===== src/pdl_pkg.sv =====
// ----------------------------------------------------------------------------
// pdl_pkg
// Widths, register codes and payload bundles shared by the depth limiter.
// ----------------------------------------------------------------------------
package pdl_pkg;

    localparam int DATA_W = 32;
    localparam int WID_W  = 31;
    localparam int FRAC_W = 16;
    localparam int QNUM_W = DATA_W + FRAC_W;
    localparam int H_W    = QNUM_W + 1;
    localparam int SUM_W  = H_W + 1;
    localparam int HN_W   = SUM_W + 1;
    localparam int MAG_W  = HN_W - 1;
    localparam int MB_W   = DATA_W;
    localparam int ADDR_W = 3;

    localparam logic REG_MIN_DEPTH      = 1'b0;
    localparam logic REG_DISCHARGE_ZERO = 1'b1;

    localparam logic [WID_W-1:0] MIN_DEPTH_RST      = 31'd65;
    localparam logic [WID_W-1:0] DISCHARGE_ZERO_RST = 31'd0;

    typedef struct packed {
        logic signed [DATA_W-1:0] a0;
        logic signed [DATA_W-1:0] a1;
        logic [WID_W-1:0]         b0;
        logic [WID_W-1:0]         b1;
        logic signed [DATA_W-1:0] q0;
        logic signed [DATA_W-1:0] q1;
        logic                     zw;
    } elem_t;

    typedef struct packed {
        elem_t e;
        logic  neg;
    } dh_side_t;

    typedef struct packed {
        elem_t                    e;
        logic signed [DATA_W-1:0] na0;
        logic signed [DATA_W-1:0] na1;
        logic                     neg;
    } dw_side_t;

    typedef struct packed {
        elem_t                    e;
        logic signed [DATA_W-1:0] na0;
    } m2_side_t;

endpackage


===== src/pdl_mul.sv =====
// ----------------------------------------------------------------------------
// pdl_mul
// Four-stage Q16.16 magnitude multiply with truncation and signed saturation.
// ----------------------------------------------------------------------------
module pdl_mul #(
    parameter int SW = 1
) (
    input  logic                             clk,
    input  logic                             rst_n,
    input  logic                             en,
    input  logic                             in_valid,
    input  logic [pdl_pkg::MAG_W-1:0]        ma,
    input  logic [pdl_pkg::MB_W-1:0]         mb,
    input  logic                             neg,
    input  logic [SW-1:0]                    side,
    output logic                             out_valid,
    output logic signed [pdl_pkg::DATA_W-1:0] res,
    output logic [SW-1:0]                    side_out
);
    import pdl_pkg::*;

    localparam int LO_W   = MAG_W / 2;
    localparam int HI_W   = MAG_W - LO_W;
    localparam int PL_W   = LO_W + MB_W;
    localparam int PH_W   = HI_W + MB_W;
    localparam int PROD_W = MAG_W + MB_W;
    localparam int R_W    = PROD_W - FRAC_W;
    localparam logic [R_W-1:0] POS_MAX = R_W'(32'h7FFF_FFFF);
    localparam logic [R_W-1:0] NEG_MAX = R_W'(32'h8000_0000);

    logic [3:0]        valid_reg;
    logic [HI_W-1:0]   hi1_reg;
    logic [MB_W-1:0]   mb1_reg;
    logic [PL_W-1:0]   plo1_reg, plo2_reg;
    logic [PH_W-1:0]   phi2_reg;
    logic [R_W-1:0]    r3_reg;
    logic [2:0]        neg_reg;
    logic [SW-1:0]     side1_reg, side2_reg, side3_reg, side4_reg;
    logic signed [DATA_W-1:0] res_reg, res_next;
    logic [PROD_W-1:0] prod_next;

    assign prod_next = {phi2_reg, {LO_W{1'b0}}} + PROD_W'(plo2_reg);

    always_comb
    begin
        if (neg_reg[2])
        begin
            res_next = (r3_reg > NEG_MAX) ? $signed(32'h8000_0000)
                                          : -$signed(r3_reg[DATA_W-1:0]);
        end
        else
        begin
            res_next = (r3_reg > POS_MAX) ? $signed(32'h7FFF_FFFF)
                                          : $signed(r3_reg[DATA_W-1:0]);
        end
    end

    always_ff @(posedge clk or negedge rst_n)
    begin
        if (!rst_n)
        begin
            valid_reg <= '0;
        end
        else if (en)
        begin
            valid_reg <= {valid_reg[2:0], in_valid};
        end
    end

    always_ff @(posedge clk)
    begin
        if (en)
        begin
            plo1_reg  <= PL_W'(ma[LO_W-1:0]) * PL_W'(mb);
            hi1_reg   <= ma[MAG_W-1:LO_W];
            mb1_reg   <= mb;
            phi2_reg  <= PH_W'(hi1_reg) * PH_W'(mb1_reg);
            plo2_reg  <= plo1_reg;
            r3_reg    <= prod_next[PROD_W-1:FRAC_W];
            neg_reg   <= {neg_reg[1:0], neg};
            res_reg   <= res_next;
            side1_reg <= side;
            side2_reg <= side1_reg;
            side3_reg <= side2_reg;
            side4_reg <= side3_reg;
        end
    end

    assign out_valid = valid_reg[3];
    assign res       = res_reg;
    assign side_out  = side4_reg;

endmodule


===== config.mk =====
export PLATFORM = sky130hd
export DESIGN_NAME = pdl_mul
export DESIGN_NICKNAME = d
export VERILOG_FILES = /design/src/pdl_pkg.sv /design/src/pdl_mul.sv
export SDC_FILE = /design/constraint.sdc
export NUM_CORES = 2
export LEC_CHECK = 0
export BUFFER_PORTS_ARGS = -buffer_cell sky130_fd_sc_hd__buf_2
export CELL_PAD_IN_SITES_DETAIL_PLACEMENT = 1
export CELL_PAD_IN_SITES_GLOBAL_PLACEMENT = 1
export CORE_UTILIZATION = 32
export DETAILED_ROUTE_END_ITERATION = 8
export PLACE_DENSITY = 0.53
export SYNTH_ARGS = -nofsm -noshare
export SYNTH_HDL_FRONTEND = slang
export SYNTH_SLANG_ARGS = --single-unit
export TNS_END_PERCENT = 5

===== constraint.sdc =====
create_clock -name clk -period 11.4 [get_ports clk]
set_input_delay 0 -clock clk [delete_from_list [all_inputs] [get_ports clk]]
set_output_delay 0 -clock clk [all_outputs]
set_load 0.01 [all_outputs]

==> PnR_summary.wiki <==
{| class="wikitable"
! Metric !! Value
|-
| Status || finished clean
|-
| Worst min-delay path class || in2reg
|-
| Syn_nets || around 8500
|-
| Seq/Total Area, Yosys || between 10% and 20%
|-
| Per-cell via count in the routed design || between 4 and 5
|-
| Commonest non-fill, non-tap cell in the layout || inv_1
|-
| Syn Inst Count || ~6600
|-
| Post-Route Skew || 29.4 ps
|-
| TritonCTS clock tree || built
|-
| Maximum number of buffers from clock root to sink || 3
|-
| Residual antenna-violating net count after detailed routing || 0
|-
| Final routed wirelength across all metal layers || approximately 210000 µm
|-
| Launching element type of the critical path || flip-flop
|-
| Unrepaired setup endpoints after global routing || false
|-
| Sum of overflow across all layers after global routing || 0
|-
| Final sum of negative setup slack || 0 ps
|-
| Port buffer count || around 120
|-
| Clock buffers created by TritonCTS || ~40
|-
| Synth area leader || fa_1
|-
| Root buf cell || clkbuf_16
|-
| Wire length of the first global-routing pass || around 320000 µm
|-
| Yosys warning total || 0
|-
| MaxCap Viol Count || 0
|-
| Crit end category || flip-flop
|-
| Worst Path Class, Setup || reg2reg
|-
| Data required, critical path || around 12000 ps
|-
| Average detailed-routed wire length per instance || roughly 22 µm
|-
| Max Clk Rate || around 0.12 GHz
|-
| Final net count || about 8400
|-
| Number of flip-flops under the largest register name || 66
|-
| Die height || 447 µm
|-
| Number of sinks driven by the clock tree || roughly 300
|-
| Area of the die || approximately 200000 µm²
|-
| Max-Slew Margin vs Limit || between 10% and 20%
|-
| Min Tclk post-route || between 8000 and 9000 ps
|-
| Top area cells in the synthesized netlist || fa_1, edfxtp_1, inv_1
|-
| Vias in the first global route || 50900
|-
| Leading cell types in the layout, fill and taps excluded || inv_1, fa_1, nand2_1, and2_1, ha_1
|-
| Layout overhead on the synthesized area || 8.08%
|-
| Slew at the pin closest to its max-slew limit || about 1200 ps
|-
| Fillcell total || between 20000 and 25000
|-
| Count of standard-cell rows || approximately 160
|-
| Top flip-flop cell by instance count after synthesis || edfxtp_1
|-
| Initial core utilization || 32.2%
|-
| Arrival time of data at the critical path endpoint || just under 9000 ps
|-
| Width of the die || approximately 450 µm
|-
| Number of detailed-route iterations in the first pass || 5
|-
| Count of cell types in the netlist || between 80 and 90
|-
| Largest fanout on the critical path || 21
|-
| Iteration-0 DRC count of the detailed router || ~2200
|-
| Number of enable flip-flop cells after synthesis || around 300
|-
| Vias || about 45000
|-
| Area share of the largest cell type after synthesis || roughly 43%
|-
| Worst-Skew Late Latency || 620 ps
|-
| Netlist area before placement || 63500 µm²
|-
| Fraction of the cycle the final worst path needs || roughly three quarters
|-
| Total of endpoints with negative setup slack in the final report || 0
|-
| Proportion of register bits with asynchronous set or reset after synthesis || 1.31%
|-
| Number of levels in the clock H-tree || 2
|-
| Number of placed I/O pins || between 100 and 150
|-
| Total DRC errors in the routed layout || 0
|-
| Post-CTS setup buffers || 0
|-
| Fraction of final layout cells with drive strength greater than 1 || under 10%
|-
| Synthesis-stage register bit count || approximately 310
|-
| Hold violation total from the final report || 0
|-
| Count of pins over their slew limit || 0
|-
| Antenna violations before repair || 15
|-
| GRT Total Usage || between 20% and 30%
|-
| Pin count of the biggest net entering global routing || between 100 and 150
|-
| Core Area || between 150000 and 200000 µm²
|-
| Routability Congestion || 0.822
|-
| Mean instance size in the synthesized netlist || between 9 and 10 µm²
|-
| Detail Placement HPWL || 153000 µm
|-
| Clock-pin slew on the worst setup and hold paths || roughly 60 ps
|}
path summary, 6_finish.rpt:
check | from | to | slack [ps] | cells past startpoint
max | hi1_reg[6] | phi2_reg[55] | 2840 | 23
min | mb[12] | mb1_reg[12] | 40 | 2
max reg2reg | hi1_reg[6] | phi2_reg[55] | 2840 | 23
min reg2reg | plo1_reg[52] | plo2_reg[52] | 410 | 0
max in group asynchronous | rst_n | valid_reg[3] | 10940 | 3
min in group asynchronous | rst_n | valid_reg[1] | 290 | 3
cells by family (layout without fill, tap and decap cells):
kind of cell    Yosys count  count (layout)  share of synthesized area [%]
simple gates           2028            2028                           16.1
buf+inv                1865            1857                           11.0
fa+ha+maj              1788            1788                           51.5
compound gates          471             471                           4.84
flops                   305             305                           14.4
xor+xnor                147             147                           2.03
mux                       6               6                          0.102
other cells               0               9                              0
worst max-delay path, cell delays in order (launching register included):
cell	delay, ps
edfxtp_1	1030
buf_4	340
nand2_1	80
fa_1	500
inv_1	60
fa_1	480
inv_1	60
fa_1	510
fa_1	520
inv_1	60
fa_1	520
fa_1	510
inv_1	50
fa_1	470
inv_1	40
ha_1	390
nand2_1	250
o21ai_0	280
a21o_1	240
a31oi_1	860
o221a_2	430
o21ai_0	170
a211oi_1	300
xnor2_1	100
timing repair:
item	in CTS	in global routing
hold buffers	41	0
gates resized for setup	0	0
endpoints found under the hold margin	130	0
layout make-up:
cell class	instances	area (µm²)	area share, %
antenna	9	22.5	0.0328
clock buffer	48	1050	1.53
clock inverter	25	323	0.470
inverter	1540	5780	8.42
multi-input combinational	4440	47400	69.0
sequential	305	9140	13.3
tap	2640	3300	4.81
timing repair buffer	244	1650	2.41
routing by layer:
metal	vias to the layer above	GRT usage, %	wire [µm]
li1	19600	-	-
met1	24000	29.0	92200
met3	210	1.80	8290
met4	4	4.37	4130
met5	-	0	33
met2	860	36.9	103000
synth_stat cells (all sizes together) (11+ instances only):
master / n
a21o: 77
a21oi: 135
a31oi: 13
and2: 832
and3: 32
clkbuf: 316
edfxtp: 301
fa: 1374
ha: 414
inv: 1540
nand2: 888
nand2b: 16
nand3: 39
nand4: 27
nor2: 85
nor2b: 26
nor3: 31
nor4: 17
o211ai: 11
o21a: 17
o21ai: 100
o21bai: 17
o311ai: 28
or3: 12
xnor2: 100
xor2: 47
stage by stage:
step           hold slack (ps)  instances  setup WS [ps]  area (µm²)  utilization, %
6_report                  39.1       9251           2840       68600            34.8
5_1_grt                   18.0       9243           2430       68600            34.8
4_1_cts                   2.92       9242           2780       68600            34.8
3_3_place_gp              -190       9128           2940       66800            33.9
2_1_floorplan             -296       6610           4550       63500               -
3_5_place_dp              -189       9128           2830       66800            33.9
Power is not shown: default switching activity piles up to over one toggle a cycle in this logic, so the estimate is an artifact.
